### src/rtl/ssrd_pkg.sv
// Shared types, constants and the seven-segment character table for the
// seven-segment reading decoder. No dependencies.
package ssrd_pkg;

   localparam int unsigned PACKET_BYTES = 9;
   localparam int unsigned DISPLAY_END  = 7;
   localparam int unsigned MINUS_BIT    = 0;

   localparam logic [19:0] ACC_MAX      = 20'd999999;
   localparam logic [2:0]  FRAC_MAX     = 3'd7;
   localparam logic [3:0]  POS_MAX      = 4'd15;

   localparam logic [6:0] CHAR_SPACE  = 7'h20;
   localparam logic [6:0] CHAR_ZERO   = 7'h30;
   localparam logic [6:0] CHAR_NINE   = 7'h39;
   localparam logic [6:0] CHAR_LOW_A  = 7'h61;
   localparam logic [6:0] CHAR_LOW_Z  = 7'h7A;
   localparam logic [6:0] CASE_OFFSET = 7'h20;

   // Segment pattern (decimal point removed, 7 bits) to ASCII.
   localparam logic [6:0] SEG_ROM [0:127] = '{
      7'h20, 7'h27, 7'h69, 7'h49, 7'h5E, 7'h2A, 7'h2A, 7'h54,
      7'h2D, 7'h2A, 7'h72, 7'h66, 7'h2A, 7'h2A, 7'h2A, 7'h46,
      7'h5F, 7'h2A, 7'h65, 7'h4C, 7'h2A, 7'h2A, 7'h2A, 7'h43,
      7'h3D, 7'h2A, 7'h63, 7'h74, 7'h58, 7'h2A, 7'h67, 7'h45,
      7'h27, 7'h22, 7'h2A, 7'h2A, 7'h3F, 7'h2A, 7'h2A, 7'h2A,
      7'h2A, 7'h2A, 7'h2F, 7'h2A, 7'h2A, 7'h2A, 7'h2A, 7'h50,
      7'h2A, 7'h2A, 7'h2A, 7'h2A, 7'h2A, 7'h4D, 7'h2A, 7'h2A,
      7'h2A, 7'h59, 7'h2A, 7'h40, 7'h2A, 7'h51, 7'h32, 7'h52,
      7'h69, 7'h2A, 7'h2A, 7'h2A, 7'h2A, 7'h2A, 7'h2A, 7'h2A,
      7'h2A, 7'h5C, 7'h6E, 7'h68, 7'h2A, 7'h2A, 7'h2A, 7'h4B,
      7'h6A, 7'h2A, 7'h75, 7'h2A, 7'h20, 7'h2A, 7'h57, 7'h47,
      7'h61, 7'h2A, 7'h6F, 7'h62, 7'h2A, 7'h35, 7'h2A, 7'h36,
      7'h31, 7'h2A, 7'h2A, 7'h2A, 7'h37, 7'h37, 7'h37, 7'h4E,
      7'h2A, 7'h34, 7'h2A, 7'h48, 7'h2A, 7'h39, 7'h2A, 7'h41,
      7'h4A, 7'h56, 7'h4A, 7'h55, 7'h44, 7'h2A, 7'h2A, 7'h30,
      7'h2A, 7'h79, 7'h64, 7'h26, 7'h33, 7'h39, 7'h61, 7'h38
   };

   // Overrange text "  0L  " and calibration text " CAL".
   localparam logic [6:0] OVR_TEXT [0:5] = '{7'h20, 7'h20, 7'h30, 7'h4C, 7'h20, 7'h20};
   localparam logic [6:0] CAL_TEXT [0:3] = '{7'h20, 7'h43, 7'h41, 7'h4C};

   typedef struct packed {
      logic [6:0] char_code;
      logic       point;
      logic       is_digit;
      logic       is_space;
      logic [3:0] digit_value;
   } ssrd_char_type;

   typedef struct packed {
      logic               negative;
      logic [2:0]         fraction_digits;
      logic signed [20:0] reading_digits;
      logic               is_cal;
      logic               is_overrange;
      logic               is_numeric;
      logic               packet_complete;
      logic               point_here;
      logic [6:0]         char_code;
      logic [3:0]         byte_position;
   } ssrd_result_type;

   function automatic logic [6:0] upper_char(input logic [6:0] c);
      logic [6:0] r;
      r = c;
      if (c >= CHAR_LOW_A && c <= CHAR_LOW_Z) begin
         r = c - CASE_OFFSET;
      end
      return r;
   endfunction

endpackage

### src/rtl/ssrd_char_decode.sv
// Seven-segment byte to character decode and character classification.
// Depends on ssrd_pkg (SEG_ROM, ssrd_char_type).
module ssrd_char_decode (
   input  logic [7:0]             packet_byte,
   output ssrd_pkg::ssrd_char_type char_info
);

   logic [6:0] seg_index;
   logic [6:0] char_code;
   logic [6:0] digit_offset;

   // Drop the decimal point bit and pack the rest.
   assign seg_index    = {packet_byte[7:3], packet_byte[1:0]};
   assign char_code    = ssrd_pkg::SEG_ROM[seg_index];
   assign digit_offset = char_code - ssrd_pkg::CHAR_ZERO;

   always_comb begin
      char_info.char_code   = char_code;
      char_info.point       = packet_byte[2];
      char_info.is_digit    = (char_code >= ssrd_pkg::CHAR_ZERO) &&
                              (char_code <= ssrd_pkg::CHAR_NINE);
      char_info.is_space    = (char_code == ssrd_pkg::CHAR_SPACE);
      char_info.digit_value = digit_offset[3:0];
   end

endmodule

### src/rtl/ssrd_reading_track.sv
// Per-packet parse state: sign, digit accumulator, point and text matches.
// Depends on ssrd_pkg (constants, ssrd_char_type, ssrd_result_type).
module ssrd_reading_track (
   input  logic                       clock,
   input  logic                       reset,
   input  logic                       advance,
   input  logic [7:0]                 packet_byte,
   input  logic                       end_of_packet,
   input  ssrd_pkg::ssrd_char_type    char_info,
   output ssrd_pkg::ssrd_result_type  result
);

   logic [3:0]  position_count_ff, position_count_in;
   logic        minus_seen_ff, minus_seen_in;
   logic        point_seen_ff, point_seen_in;
   logic        numeric_so_far_ff, numeric_so_far_in;
   logic [19:0] digit_accumulator_ff, digit_accumulator_in;
   logic        digits_started_ff, digits_started_in;
   logic        digits_ended_ff, digits_ended_in;
   logic [2:0]  fraction_count_ff, fraction_count_in;
   logic        overrange_match_ff, overrange_match_in;
   logic        cal_match_ff, cal_match_in;

   logic [3:0]  p;
   logic [2:0]  k;
   logic        is_display;
   logic [23:0] acc_times_ten;
   logic [3:0]  chars;
   logic [6:0]  ovr_char;
   logic [6:0]  cal_char;

   assign p             = position_count_ff;
   assign k             = 3'(p - 4'd1);
   assign is_display    = (p != 4'd0) && (p < 4'(ssrd_pkg::DISPLAY_END));
   assign acc_times_ten = {1'b0, digit_accumulator_ff, 3'b000} +
                          {3'b000, digit_accumulator_ff, 1'b0} +
                          {20'd0, char_info.digit_value};
   assign ovr_char      = (k < 3'd6) ? ssrd_pkg::OVR_TEXT[k] : ssrd_pkg::CHAR_SPACE;
   assign cal_char      = ssrd_pkg::CAL_TEXT[k[1:0]];

   always_comb begin
      minus_seen_in        = minus_seen_ff;
      point_seen_in        = point_seen_ff;
      numeric_so_far_in    = numeric_so_far_ff;
      digit_accumulator_in = digit_accumulator_ff;
      digits_started_in    = digits_started_ff;
      digits_ended_in      = digits_ended_ff;
      fraction_count_in    = fraction_count_ff;
      overrange_match_in   = overrange_match_ff;
      cal_match_in         = cal_match_ff;
      position_count_in    = position_count_ff;
      chars                = 4'd0;

      result                 = '0;
      result.byte_position   = p;

      if (p == 4'd0) begin
         minus_seen_in = packet_byte[ssrd_pkg::MINUS_BIT];
      end else if (is_display) begin
         result.char_code  = char_info.char_code;
         result.point_here = char_info.point;

         if (!char_info.is_digit && !char_info.is_space) begin
            numeric_so_far_in = 1'b0;
         end
         // Only the first decimal point counts.
         if (char_info.point && !point_seen_ff) begin
            overrange_match_in = 1'b0;
            if (k < 3'd4) begin
               cal_match_in = 1'b0;
            end
            point_seen_in = 1'b1;
         end
         if (k >= 3'd6 || ssrd_pkg::upper_char(char_info.char_code) != ovr_char) begin
            overrange_match_in = 1'b0;
         end
         if (k < 3'd4 && char_info.char_code != cal_char) begin
            cal_match_in = 1'b0;
         end
         if (char_info.is_digit && !digits_ended_ff) begin
            digits_started_in = 1'b1;
            if (acc_times_ten > {4'd0, ssrd_pkg::ACC_MAX}) begin
               digit_accumulator_in = ssrd_pkg::ACC_MAX;
            end else begin
               digit_accumulator_in = acc_times_ten[19:0];
            end
            if (point_seen_in && fraction_count_ff < ssrd_pkg::FRAC_MAX) begin
               fraction_count_in = fraction_count_ff + 3'd1;
            end
         end else if (char_info.is_space && !digits_ended_ff &&
                      (digits_started_ff || point_seen_in)) begin
            digits_ended_in = 1'b1;
         end
      end

      result.negative = minus_seen_in;

      if (end_of_packet) begin
         if (p != 4'd0) begin
            chars = is_display ? p : 4'(ssrd_pkg::DISPLAY_END - 1);
         end
         result.packet_complete = ({1'b0, p} + 5'd1) == 5'(ssrd_pkg::PACKET_BYTES);
         result.is_numeric      = numeric_so_far_in;
         if (numeric_so_far_in) begin
            result.reading_digits  = minus_seen_in ? -$signed({1'b0, digit_accumulator_in})
                                                   :  $signed({1'b0, digit_accumulator_in});
            result.fraction_digits = fraction_count_in;
         end else begin
            result.is_overrange = overrange_match_in && (chars == 4'd6) && !point_seen_in;
            result.is_cal       = cal_match_in && (chars >= 4'd4) && !minus_seen_in;
         end
         // Drop all parse state for the next packet.
         position_count_in    = 4'd0;
         minus_seen_in        = 1'b0;
         point_seen_in        = 1'b0;
         numeric_so_far_in    = 1'b1;
         digit_accumulator_in = 20'd0;
         digits_started_in    = 1'b0;
         digits_ended_in      = 1'b0;
         fraction_count_in    = 3'd0;
         overrange_match_in   = 1'b1;
         cal_match_in         = 1'b1;
      end else if (p < ssrd_pkg::POS_MAX) begin
         position_count_in = p + 4'd1;
      end
   end

   always_ff @(posedge clock) begin
      if (reset) begin
         position_count_ff    <= 4'd0;
         minus_seen_ff        <= 1'b0;
         point_seen_ff        <= 1'b0;
         numeric_so_far_ff    <= 1'b1;
         digit_accumulator_ff <= 20'd0;
         digits_started_ff    <= 1'b0;
         digits_ended_ff      <= 1'b0;
         fraction_count_ff    <= 3'd0;
         overrange_match_ff   <= 1'b1;
         cal_match_ff         <= 1'b1;
      end else if (advance) begin
         position_count_ff    <= position_count_in;
         minus_seen_ff        <= minus_seen_in;
         point_seen_ff        <= point_seen_in;
         numeric_so_far_ff    <= numeric_so_far_in;
         digit_accumulator_ff <= digit_accumulator_in;
         digits_started_ff    <= digits_started_in;
         digits_ended_ff      <= digits_ended_in;
         fraction_count_ff    <= fraction_count_in;
         overrange_match_ff   <= overrange_match_in;
         cal_match_ff         <= cal_match_in;
      end
   end

endmodule

### src/rtl/seven_segment_reading_decoder_unit.sv
// Top level of the seven-segment reading decoder: input register, decode
// and parse logic, result register. Depends on ssrd_pkg, ssrd_char_decode
// and ssrd_reading_track.
//
// Feed the bytes of one meter display packet on the req_ stream, byte 0
// (minus annunciator) first, and mark the packet's final byte with
// req_tlast. Every byte gives one transfer on the rsp_ stream, by way of the
// input register and then the result register: the byte position, the
// decoded ASCII character and the decimal point of display bytes 1 to 6,
// and the minus flag. The result of the tlast byte also carries the packet
// summary (complete, numeric, overrange, calibration, signed digit value
// and fraction digit count); these fields read zero on all other results.
// The block takes one byte per cycle while the result side is not stalled;
// that rate rests on the parse update (table lookup plus a multiply-by-ten
// accumulate) being combinational between the input register and the
// result register. The result register lets a new byte enter while the
// previous result waits to be taken. Reset clears the parse state, so a
// packet cut short by reset starts fresh.
module seven_segment_reading_decoder_unit (
   input  logic        clock,
   input  logic        reset,

   input  logic        req_tvalid,
   output logic        req_tready,
   input  logic [7:0]  req_tdata,   // [7:0] packet_byte
   input  logic        req_tlast,   // end_of_packet

   output logic        rsp_tvalid,
   input  logic        rsp_tready,
   // [3:0] byte_position, [10:4] char_code, [11] point_here,
   // [12] packet_complete, [13] is_numeric, [14] is_overrange, [15] is_cal,
   // [36:16] reading_digits, [39:37] fraction_digits, [40] negative,
   // [47:41] zero
   output logic [47:0] rsp_tdata,
   output logic        rsp_tlast    // last_of_packet
);

   // Input register.
   logic       in_valid_ff, in_valid_in;
   logic [7:0] in_byte_ff;
   logic       in_last_ff;

   // Result register.
   logic                      rsp_valid_ff, rsp_valid_in;
   ssrd_pkg::ssrd_result_type rsp_data_ff;
   logic                      rsp_last_ff;

   logic                      advance;
   logic                      req_take;
   ssrd_pkg::ssrd_char_type   char_info;
   ssrd_pkg::ssrd_result_type result;

   // Move the held byte into the result register when that slot is free
   // or being emptied this cycle.
   assign advance    = in_valid_ff && (!rsp_valid_ff || rsp_tready);
   assign req_tready = !in_valid_ff || advance;
   assign req_take   = req_tvalid && req_tready;

   always_comb begin
      in_valid_in = in_valid_ff;
      if (req_take) begin
         in_valid_in = 1'b1;
      end else if (advance) begin
         in_valid_in = 1'b0;
      end

      rsp_valid_in = rsp_valid_ff;
      if (advance) begin
         rsp_valid_in = 1'b1;
      end else if (rsp_tready) begin
         rsp_valid_in = 1'b0;
      end
   end

   always_ff @(posedge clock) begin
      if (reset) begin
         in_valid_ff  <= 1'b0;
         rsp_valid_ff <= 1'b0;
      end else begin
         in_valid_ff  <= in_valid_in;
         rsp_valid_ff <= rsp_valid_in;
      end
   end

   // Payload: hold the byte on each transfer, load the result on advance.
   always_ff @(posedge clock) begin
      if (req_take) begin
         in_byte_ff <= req_tdata;
         in_last_ff <= req_tlast;
      end
      if (advance) begin
         rsp_data_ff <= result;
         rsp_last_ff <= in_last_ff;
      end
   end

   ssrd_char_decode u_char_decode (
      .packet_byte (in_byte_ff),
      .char_info   (char_info)
   );

   ssrd_reading_track u_reading_track (
      .clock         (clock),
      .reset         (reset),
      .advance       (advance),
      .packet_byte   (in_byte_ff),
      .end_of_packet (in_last_ff),
      .char_info     (char_info),
      .result        (result)
   );

   assign rsp_tvalid = rsp_valid_ff;
   assign rsp_tlast  = rsp_last_ff;
   assign rsp_tdata  = {7'd0, rsp_data_ff};

endmodule

### config.mk
export PLATFORM = sky130hd
export DESIGN_NAME = seven_segment_reading_decoder_unit
export DESIGN_NICKNAME = d
export VERILOG_FILES = /design/src/rtl/ssrd_pkg.sv /design/src/rtl/ssrd_char_decode.sv /design/src/rtl/ssrd_reading_track.sv /design/src/rtl/seven_segment_reading_decoder_unit.sv
export SDC_FILE = /design/constraint.sdc
export NUM_CORES = 1
export LEC_CHECK = 0
export ABC_AREA = 1
export BUFFER_PORTS_ARGS = -buffer_cell sky130_fd_sc_hd__buf_2
export CORE_MARGIN = 3
export CORE_UTILIZATION = 40
export CTS_BUF_LIST = sky130_fd_sc_hd__clkbuf_8
export CTS_CLUSTER_DIAMETER = 120
export DETAILED_ROUTE_END_ITERATION = 8
export PLACE_DENSITY_LB_ADDON = 0.08
export SYNTH_ARGS = -nofsm -noshare
export SYNTH_HDL_FRONTEND = slang
export SYNTH_SLANG_ARGS = --single-unit
export TNS_END_PERCENT = 100
### constraint.sdc
create_clock -name clock -period 5 [get_ports clock]
set_clock_uncertainty 0.1 [all_clocks]
set_input_delay 1 -clock clock [delete_from_list [all_inputs] [get_ports clock]]
set_output_delay 1 -clock clock [all_outputs]
set_load 0.005 [all_outputs]
==> summary.txt, run 1 <==
Status
  – Status: finished clean

Yosys
  – Compound-cell area share of the yosys netlist: 12.41%
  – Synth Register Bits: 87
  – Biggest area consumer among synthesized cells: edfxtp_1
  – Synth top area cells: edfxtp_1 (21%), nand2_1 (17%), dfxtp_1 (9.8%), ha_1 (9.7%), inv_1 (6.7%)
  – Syn Inst Count: 1,098
  – Post-synthesis adder-cell area fraction: 10.27%
  – Mux share of post-synthesis cell area: 0%
  – Main combinational cell family by area after synthesis: simple AND/OR/NAND/NOR gates
  – FFs w/ async S/R, synth: 0%
  – Mapped Avg Cell Area: 6.678 µm²
  – Post-Synthesis Cell Area: 7332 µm²
  – Top-count cell post-synth: nand2_1
  – Unique cell type count in the Yosys netlist: 46
  – Yosys top cell area share: 20.89%
  – Simple-Gate Fraction of Synth Area: 35.20%
  – Prevailing post-synth register cell: edfxtp_1
  – Seq/Total Area, Yosys: 30.72%
  – Yosys warnings: 0
  – Post-Synth XOR/XNOR Area: 1.314%
  – Top post-synthesis cells by count: nand2_1 (325), inv_1 (130), nor2_1 (121)
  – EDFF count, synth: 51

STA
  – Final setup vio count: 0
  – Fin. max-slew vios: 0
  – FMAX: 200.7 MHz
  – Final Hold Fails: 0
  – Slew HR: 52.18%
  – Part of the cycle the worst path needs: 99.64%
  – Unrepaired setup endpoints after global routing: true
  – Minimum clock period: 4982 ps
  – Slew at the pin closest to its max-slew limit: 709.7 ps

Global routing
  – Vias in the first global route: 7,014
  – GRT Total Usage: 22.06%
  – GR Overflow Total: 0
  – First-pass GRT wire length: 35.87 mm
  – Pin count of the biggest net entering global routing: 31
  – Antenna violations before repair: 0

Die
  – # rows: 48
  – Core box area: 17,600 µm²
  – Die height: 141.4 µm
  – Top Ports: 64
  – Initial Util: 41.67%
  – DIE AREA: 19,990 µm²
  – Die X: 141.4 µm

Worst setup path
  – Worst setup EP type: flip-flop
  – Critical path type: flip-flop to flip-flop
  – Critical path's slowest cell: edfxtp_1
  – Worst setup SP type: flip-flop
  – Critical Path RT: 5050 ps
  – Slowest stage delay, CP: 560 ps
  – R2R setup slack: 20 ps
  – Worst R2R Start: in_byte_ff[3]
  – Worst-path fanout max: 6
  – CP Data Arrival Time: 5040 ps
  – CP most frequent cell: nand2_1
  – CP Launch Point: in_byte_ff[3]

Min path
  – Worst hold path class: flip-flop to flip-flop
  – Worst hold start: u_reading_track.overrange_match_ff

Detailed routing
  – Wire length per cell: 14.99 µm
  – Via count: 7,731
  – TritonRoute pass-1 iters: 5
  – Antenna Nets Post-Route: 0
  – DRC Markers: 0
  – First DRT Iteration DRCs: 554
  – Via-to-Cell Ratio: 5.120
  – Final wirelength: 22.63 mm

Clocking
  – CTS sink cnt: 87
  – Htree depth: 3
  – Skew-Pair Late Insertion Delay: 390 ps
  – Clk slew on worst S/H paths: 120 ps
  – Root buffer selected by CTS: clkbuf_8
  – Clock Tree Buf Depth: 2
  – Total CTS buffers: 9
  – CTS tree: yes

Run
  – Max-capacitance violation count: 0

Finish
  – Layout cell share with drive strength beyond 1: 28.64%
  – Syn-to-layout area delta: 31.31%
  – Filler cells: 1,697
  – ANT cells: 0
  – Nets: 1,352
  – Post-layout util: 54.71%
  – Final instance area: 9628 µm²

Pwr
  – VDD IR max: 0.1194 mV
  – Pwr dens: 186.1 nW/µm²
  – LEAKAGE: 4.847 nW

Placed design
  – Placer congestion estimate: 0.9579
  – DP HPWL: 17.38 mm
  – Cell Area, Placed: 8652 µm²
  – IO Port Bufs: 56
final cells by class:
type,instances,area (µm²),area share (%)
Clock buffer,9,123.9,1.287
Tap cell,225,281.5,2.924
Clock inverter,7,102.6,1.066
Inverter,135,516.7,5.367
Sequential cell,87,2252,23.39
Multi-Input combinational cell,847,4913,51.03
Timing Repair Buffer,200,1438,14.93
metal layers:
| layer | wire (µm) | GRT usage [%] | part of all wire [%] | up-vias |
|---|---|---|---|---|
| met1 | 11220 | 32.91 | 50 | 3527 |
| met4 | 385 | 5.354 | 1.7 | 0 |
| met5 | 0 | 0 | 0 | - |
| li1 | - | - | - | 3963 |
| met2 | 10020 | 33.86 | 44 | 203 |
| met3 | 1009 | 2.899 | 4.5 | 38 |
kinds of logic (layout without fill, tap and decap cells):
group,after synthesis,count (layout)
simple gates,606,606
buf+inv,170,351
compound gates,164,164
flops,87,87
fa+ha+maj,59,59
xor+xnor,11,11
other cells,1,7
worst max-delay path: cells and delay by family, from the launching register on:
family / cells / cell delay, ps
and+or+nand+nor: 22 / 2080
buffers and inverters: 6 / 830
AOI/OAI and AO/OA: 2 / 280
adders and majority gates: 2 / 890
DFF: 1 / 560
cells in the final DEF (no fill, tap or decap), types with 4 or more instances in the layout:
| cell | n |
|---|---|
| a21o_1 | 4 |
| conb_1 | 7 |
| ha_2 | 4 |
| buf_6 | 11 |
| nand3_2 | 27 |
| buf_4 | 129 |
| nand2_2 | 38 |
| o211ai_1 | 4 |
| nand2_4 | 7 |
| inv_1 | 122 |
| o21ai_1 | 14 |
| nand2_1 | 292 |
| edfxtp_1 | 51 |
| inv_2 | 10 |
| o32ai_1 | 6 |
| o21ai_0 | 45 |
| a21oi_2 | 7 |
| nand3_1 | 72 |
| nand4_1 | 14 |
| clkbuf_8 | 9 |
| a21oi_1 | 66 |
| ha_4 | 9 |
| nor2_2 | 23 |
| nor3_1 | 8 |
| buf_2 | 57 |
| dfxtp_1 | 36 |
| nor2_1 | 100 |
| xor2_1 | 5 |
| nor2_4 | 10 |
| ha_1 | 44 |
| xnor2_1 | 4 |
worst paths after layout:
kind | endpoint | cells after the start
setup / recovery | rsp_tdata[33] | 32
hold / removal | u_reading_track.overrange_match_ff | 2
setup reg to reg | rsp_tdata[33] | 32
hold reg to reg | u_reading_track.overrange_match_ff | 2
metrics by stage:
stage	TNS (ps)	hold slack, ps	setup WS, ps	instances	power (mW)
floorplan	0	335.2	6.657	1104	1.026
global placement	-2878	345.5	-270.5	1474	1.160
detailed placement	-3826	355.9	-336.8	1474	1.158
CTS	-1.581	372.8	-1.581	1495	1.757
global route	-3311	395.5	-274.1	1510	1.880
finish	0	371.7	18.13	1510	1.792
report_power, final:
group / switching, mW / leakage, nW / internal (mW) / total (mW)
Clock: 0.307 / 0.116 / 0.289 / 0.596
Combinational: 0.246 / 3.94 / 0.158 / 0.404
Sequential: 0.0104 / 0.786 / 0.781 / 0.791
Total: 0.564 / 4.85 / 1.23 / 1.79
flip-flops by register name, indices dropped and copies added, names as in the netlist:
signal and flops:
rsp_tdata 41, u_reading_track.digits_started_ff 1, u_reading_track.point_seen_ff 1, u_reading_track.numeric_so_far_ff 1, u_reading_track.p 4, u_reading_track.fraction_count_ff 3, rsp_tlast 1, in_last_ff 1
u_reading_track.digit_accumulator_ff 20, rsp_tvalid 1, u_reading_track.digits_ended_ff 1, u_reading_track.overrange_match_ff 1, in_byte_ff 8, in_valid_ff 1, u_reading_track.minus_seen_ff 1, u_reading_track.cal_match_ff 1
what timing repair did:
item | 4_1_cts | 5_1_grt
buffers inserted | 5 | 14
gates resized for setup | 33 | 123
setup endpoints to repair | 17 | 21
gates cloned | 0 | 1
hold buffers | 0 | 0
pin swaps | 10 | 47
No activity file was read; power rests on OpenSTA's default activity.
==> inputs of run 2 (changes only) <==
--- a/config.mk
+++ b/config.mk
@@ -5,7 +5,6 @@
 export SDC_FILE = /design/constraint.sdc
 export NUM_CORES = 1
 export LEC_CHECK = 0
-export ABC_AREA = 1
 export BUFFER_PORTS_ARGS = -buffer_cell sky130_fd_sc_hd__buf_2
 export CORE_MARGIN = 3
 export CORE_UTILIZATION = 40
==> constraint.sdc (replaced) <==
create_clock -name clock -period 4.2 [get_ports clock]
set_clock_uncertainty 0.1 [all_clocks]
set_input_delay 0.84 -clock clock [delete_from_list [all_inputs] [get_ports clock]]
set_output_delay 0.84 -clock clock [all_outputs]
set_load 0.005 [all_outputs]
==> run 2 against run 1 <==
- the run now ends with negative setup slack left
- count of clock-buffer cells in the layout rose by 1
- wire length is 19% higher
- synthesized cell count shrank 20%
- largest cell class unchanged
- die area up 3.7%
- largest power group unchanged
- maximum frequency shrank 24%
- design area up 12%
- synthesized area grew 3.8%
- sequential power increased by 19%
==> summary.txt, run 2 <==
Finish
  – Max reg flops: 41
  – ANT cells: 0
  – Syn-to-layout area delta: 42.19%
  – Final instance area: 10,830 µm²
  – Most frequent cells in the layout: buf_4 (269), nor2_1 (87), nand2_1 (61)
  – Layout cell share with drive strength beyond 1: 39.22%
  – Nets: 1,250
  – Post-Layout Cell Count: 1,412
  – Post-layout util: 59.05%
  – Most common cell after layout, fill and taps aside: buf_4

Worst setup path
  – Critical Path RT: 4240 ps
  – Worst setup EP type: flip-flop
  – R2R setup slack: -2350 ps
  – Worst setup SP type: flip-flop
  – Critical path type: flip-flop to flip-flop
  – CP Data Arrival Time: 6590 ps
  – Worst-path fanout max: 5

Detailed routing
  – Via count: 8,127
  – DRC Markers: 0
  – Wire length per cell: 19.14 µm
  – Antenna Nets Post-Route: 0
  – First DRT Iteration DRCs: 672
  – TritonRoute pass-1 iters: 6
  – Via-to-Cell Ratio: 5.756
  – Final wirelength: 27.03 mm

Clocking
  – Root buffer selected by CTS: clkbuf_8
  – Skew-Pair Late Insertion Delay: 390 ps
  – CTS Hold Bufs: 0
  – Htree depth: 3
  – Total CTS buffers: 9
  – CTS sink cnt: 87
  – Clock Tree Buf Depth: 2
  – CTS tree: yes
  – Clk slew on worst S/H paths: 120 ps

STA
  – Setup ws final: -2350 ps
  – Fin. max-slew vios: 0
  – Slew HR: 49.80%
  – Slew at the pin closest to its max-slew limit: 745.1 ps
  – Final setup vio count: 41
  – Minimum clock period: 6550 ps
  – Unrepaired setup endpoints after global routing: true
  – Final Hold Fails: 0
  – Hold Worst Slack: 358.6 ps
  – FMAX: 152.7 MHz
  – Part of the cycle the worst path needs: 156.0%

Pwr
  – Net switching power: 681.1 µW
  – Gate power share: 26.8%
  – Sequential share of power: 43.4%
  – LEAKAGE: 4.724 nW
  – Clock group share of total power: 29.7%
  – Int Pwr: 1.492 mW
  – Sw frac: 31.35%
  – Pwr dens: 200.7 nW/µm²
  – Total power: 2.173 mW
  – VDD IR max: 0.1360 mV

Placed design
  – DP HPWL: 20.83 mm
  – Placer congestion estimate: 0.9334
  – Placed cell count: 1,373
  – IO Port Bufs: 56
  – Cell Area, Placed: 10,010 µm²

Yosys
  – Top post-synthesis cells by count: nor2_1 (90), nand2_1 (64), ha_1 (57)
  – Unique cell type count in the Yosys netlist: 97
  – Top-count cell post-synth: nor2_1
  – Mapped Avg Cell Area: 8.652 µm²
  – Yosys warnings: 0
  – Prevailing post-synth register cell: edfxtp_1
  – Syn Inst Count: 880
  – FFs w/ async S/R, synth: 0%
  – Yosys top cell area share: 20.12%
  – Biggest area consumer among synthesized cells: edfxtp_1
  – Synth top area cells: edfxtp_1 (20%), dfxtp_1 (9.5%), ha_1 (9.4%), nor2_1 (4.4%), a21oi_1 (3.5%)
  – Post-Synthesis Cell Area: 7614 µm²
  – EDFF count, synth: 51
  – Seq/Total Area, Yosys: 29.58%
  – Synth Register Bits: 87

Global routing
  – Pin count of the biggest net entering global routing: 33
  – Global-route met1 utilization: 36.43%
  – Vias in the first global route: 7,879
  – GR Overflow Total: 0
  – GRT Max-Usage Layer: met2
  – Met3 usage: 4.326%
  – First-pass GRT wire length: 42.34 mm
  – GRT Total Usage: 25.86%
  – Antenna violations before repair: 0
  – M2 GR Usage: 40.54%

Status
  – Status: finished with violations
  – Failing checks: negative setup slack

Min path
  – Worst hold path class: flip-flop to flip-flop

Die
  – Initial Util: 41.53%
  – DIE AREA: 20,730 µm²
  – Core box area: 18,330 µm²
  – Top Ports: 64
  – # rows: 49
  – Die height: 144.0 µm
  – Die X: 144.0 µm

Run
  – Max-capacitance violation count: 0
run 2: repair_timing:
item	in CTS	in global routing
setup endpoints to repair	49	49
gates resized for setup	64	24
setup buffers	14	10
pin swaps	29	25
run 2: layer usage:
| layer | up-vias | wire length, µm |
|---|---|---|
| met5 | - | 0 |
| met4 | 0 | 660 |
| met3 | 45 | 1590 |
| met2 | 291 | 12060 |
| met1 | 3875 | 12720 |
| li1 | 3916 | - |
run 2: worst max-delay path, stage by stage (launching register included):
cell	delay (ps)
edfxtp_1	530
inv_6	70
ha_4	290
inv_2	30
mux4_2	450
a221oi_2	240
o21a_1	180
or2_4	130
fa_2	460
fa_2	430
a211oi_4	310
o21ai_2	90
and3_4	160
or4_1	400
a222oi_1	330
and3_4	280
and4_4	220
nand2_2	70
o21ai_4	80
ha_4	150
nand2b_1	60
o41a_1	420
buf_6	150
nor4_4	260
buf_4	180
a31oi_2	90
mux2i_1	130
run 2: final timing paths:
| kind | startpoint | end | cells past startpoint |
|---|---|---|---|
| hold / removal | u_reading_track.cal_match_ff | u_reading_track.cal_match_ff | 1 |
| setup / recovery | in_byte_ff[0] | rsp_tdata[28] | 26 |
| hold reg to reg | u_reading_track.cal_match_ff | u_reading_track.cal_match_ff | 1 |
| setup reg to reg | in_byte_ff[0] | rsp_tdata[28] | 26 |
run 2: power by group through the flow:
stage | sequential, mW | clock [mW] | combinational, mW
floorplan | 0.963 | 0 | 0.307
global placement | 0.963 | 0 | 0.540
detailed placement | 0.964 | 0 | 0.540
CTS | 0.944 | 0.658 | 0.564
global route | 0.948 | 0.680 | 0.631
finish | 0.944 | 0.646 | 0.583
run 2: cells by family after synthesis:
family	Yosys count	synth area share, %
AOI/OAI and AO/OA	281	26.29
xor gates and xnor gates	31	3.665
adders and majority gates	59	9.893
buffers and inverters	81	5.341
DFF	87	29.58
muxes	23	3.385
other	1	0.04925
and+or+nand+nor	317	21.79
run 2: area by class of cell:
| type | instances | area [µm²] |
|---|---|---|
| Clock buffer | 10 | 137.6 |
| Fill cell | 1612 | 7506 |
| Multi-Input combinational cell | 718 | 5477 |
| Inverter | 21 | 83.83 |
| Sequential cell | 87 | 2252 |
| Timing Repair Buffer | 341 | 2524 |
| Clock inverter | 6 | 65.06 |
| Tap cell | 229 | 286.5 |
run 2: per-stage QoR:
step	TNS, ps	setup WS (ps)
3_3_place_gp	-68360	-2428
4_1_cts	-61750	-2284
3_5_place_dp	-71980	-2530
5_1_grt	-78940	-2567
2_1_floorplan	-57500	-2549
6_report	-68030	-2350
==> inputs of run 3 (changes only) <==
--- a/config.mk
+++ b/config.mk
@@ -12,6 +12,7 @@
 export CTS_CLUSTER_DIAMETER = 120
 export DETAILED_ROUTE_END_ITERATION = 8
 export PLACE_DENSITY_LB_ADDON = 0.08
+export SKIP_CTS_REPAIR_TIMING = 1
 export SYNTH_ARGS = -nofsm -noshare
 export SYNTH_HDL_FRONTEND = slang
 export SYNTH_SLANG_ARGS = --single-unit
==> run 3 against run 2 <==
- the flow still finishes with violations (negative setup slack)
- flip-flop and latch count did not move
- global-route usage shrank 0.51 points
- via count is 1.3% higher
- non-clock buffer count rose by 2
- hold slack better by 0.54 ps
- sequential share of layout area fell by 0.17 points
- count of clock-buffer cells in the layout unchanged
- total power up 0.18%
- design area up 0.84%
- clock power about the same
- register-to-register slack worse by 80 ps
- largest cell class unchanged
- largest power group unchanged
==> summary.txt, run 3 (same netlist as run 2, synthesis figures left out) <==
Worst setup path
  – WP depth: 24
  – CP Data Arrival Time: 6790 ps
  – Worst setup EP type: flip-flop
  – Worst-path fanout max: 5
  – Crit-path leading delay family: simple AND/OR/NAND/NOR gates
  – Cells on worst reg2reg path: 24
  – Critical path type: flip-flop to flip-flop
  – Critical path's slowest cell: edfxtp_1
  – Worst R2R Start: in_byte_ff[0]
  – Critical path, cell by cell: buf_4 > ha_4 > mux2_2 > a32o_1 > a221oi_2 > o21a_1 > or2_4 > fa_2 > fa_2 > a211oi_4 > o21ai_2 > and3_4 > or4_1 > a222oi_1 > and3_4 > and4_4 > nand2_4 > o21ai_4 > ha_4 > nand2b_1 > o41a_1 > or4_4 > or3_1 > nand3_1
  – Worst setup SP type: flip-flop
  – CP Launch Point: in_byte_ff[0]
  – Slowest stage delay, CP: 510 ps
  – Critical Path RT: 4360 ps
  – Worst Path Buf+Inv: 1

STA
  – Slew HR: 50.66%
  – Minimum clock period: 6633 ps
  – Unrepaired setup endpoints after global routing: true
  – Slew at the pin closest to its max-slew limit: 732.4 ps
  – Final Hold Fails: 0
  – Part of the cycle the worst path needs: 157.9%
  – Hold Worst Slack: 359.1 ps
  – FMAX: 150.8 MHz
  – Fin. max-slew vios: 0
  – Final setup vio count: 41
  – Setup ws final: -2433 ps

Global routing
  – Pin count of the biggest net entering global routing: 33
  – GRT Total Usage: 25.35%
  – Global-route met1 utilization: 36.49%
  – Met3 usage: 3.827%
  – M2 GR Usage: 38.98%
  – GR Overflow Total: 0
  – Vias in the first global route: 7,711
  – GRT Max-Usage Layer: met2
  – Antenna violations before repair: 0
  – First-pass GRT wire length: 41.42 mm

Detailed routing
  – DRC Markers: 0
  – Via-to-Cell Ratio: 5.822
  – TritonRoute pass-1 iters: 6
  – Antenna Nets Post-Route: 0
  – Final wirelength: 27.48 mm
  – Via count: 8,233
  – Wire length per cell: 19.43 µm
  – First DRT Iteration DRCs: 757

Placed design
  – Placer congestion estimate: 0.9334
  – IO Port Bufs: 56
  – DP HPWL: 20.83 mm

Pwr
  – VDD IR max: 0.1421 mV
  – LEAKAGE: 4.761 nW
  – Pwr dens: 199.4 nW/µm²
  – Total power: 2.177 mW

Finish
  – Most frequent cells in the layout: buf_4 (265), nor2_1 (85), nand2_1 (61)
  – Layout cell share with drive strength beyond 1: 39.32%
  – Syn-to-layout area delta: 43.39%
  – ANT cells: 0
  – Nets: 1,252
  – Filler cells: 1,580
  – Max reg flops: 41
  – Most common cell after layout, fill and taps aside: buf_4

Status
  – Status: finished with violations
  – Failing checks: negative setup slack

Die
  – Initial Util: 41.53%
  – Top Ports: 64
  – Die height: 144.0 µm
  – Core box area: 18,330 µm²
  – # rows: 49
  – DIE AREA: 20,730 µm²
  – Die X: 144.0 µm

Min path
  – Worst hold stages: 1
  – Worst hold start: u_reading_track.cal_match_ff
  – Worst hold path class: flip-flop to flip-flop

Clocking
  – Clock Tree Buf Depth: 2
  – Clk slew on worst S/H paths: 110 ps
  – Htree depth: 3
  – Total CTS buffers: 9
  – Root buffer selected by CTS: clkbuf_8
  – CTS tree: yes
  – CTS sink cnt: 87
  – Skew-Pair Late Insertion Delay: 400 ps

Run
  – Max-capacitance violation count: 0
==> run 3: cell count changes in the layout (fill, tap and decap cells not counted), sizes merged <==
cell,delta
clkinv,+1
buf,+2
inv,-1
==> run 3: area by class of cell <==
class	count	area (µm²)	share of cell area, %
tap	229	286.5	2.625
clock buffer	10	137.6	1.261
sequential	87	2252	20.63
inverter	21	83.83	0.7679
clock inverter	6	65.06	0.5960
multi-input combinational	718	5523	50.59
timing repair buffer	343	2569	23.53
==> run 3: where the power goes <==
group          internal [mW]  switching, mW
registers              0.929         0.0145
logic                  0.268          0.318
clock network          0.294          0.354
total                   1.49          0.686
==> run 3: final timing paths <==
| check | end | slack (ps) |
|---|---|---|
| worst max-delay path | rsp_tdata[34] | -2430 |
| worst min-delay path | u_reading_track.cal_match_ff | 360 |
| worst max register to register | rsp_tdata[34] | -2430 |
| worst min register to register | u_reading_track.cal_match_ff | 360 |
==> run 3: layer usage <==
layer | wire length, µm | share of wire [%]
met1 | 12780 | 47
met2 | 12420 | 45
met3 | 1550 | 5.6
met4 | 723 | 2.6
met5 | 0 | 0
==> run 3: stage by stage <==
| step | utilization (%) | TNS [ps] | instances | cell area, µm² | setup WS, ps |
|---|---|---|---|---|---|
| 2_1_floorplan | - | -57500 | 886 | 7792 | -2549 |
| 3_3_place_gp | 54.63 | -68360 | 1373 | 10010 | -2428 |
| 3_5_place_dp | 54.63 | -71980 | 1373 | 10010 | -2530 |
| 4_1_cts | 55.74 | -75860 | 1389 | 10220 | -2609 |
| 5_1_grt | 59.55 | -83300 | 1414 | 10920 | -2649 |
| 6_report | 59.55 | -73490 | 1414 | 10920 | -2433 |
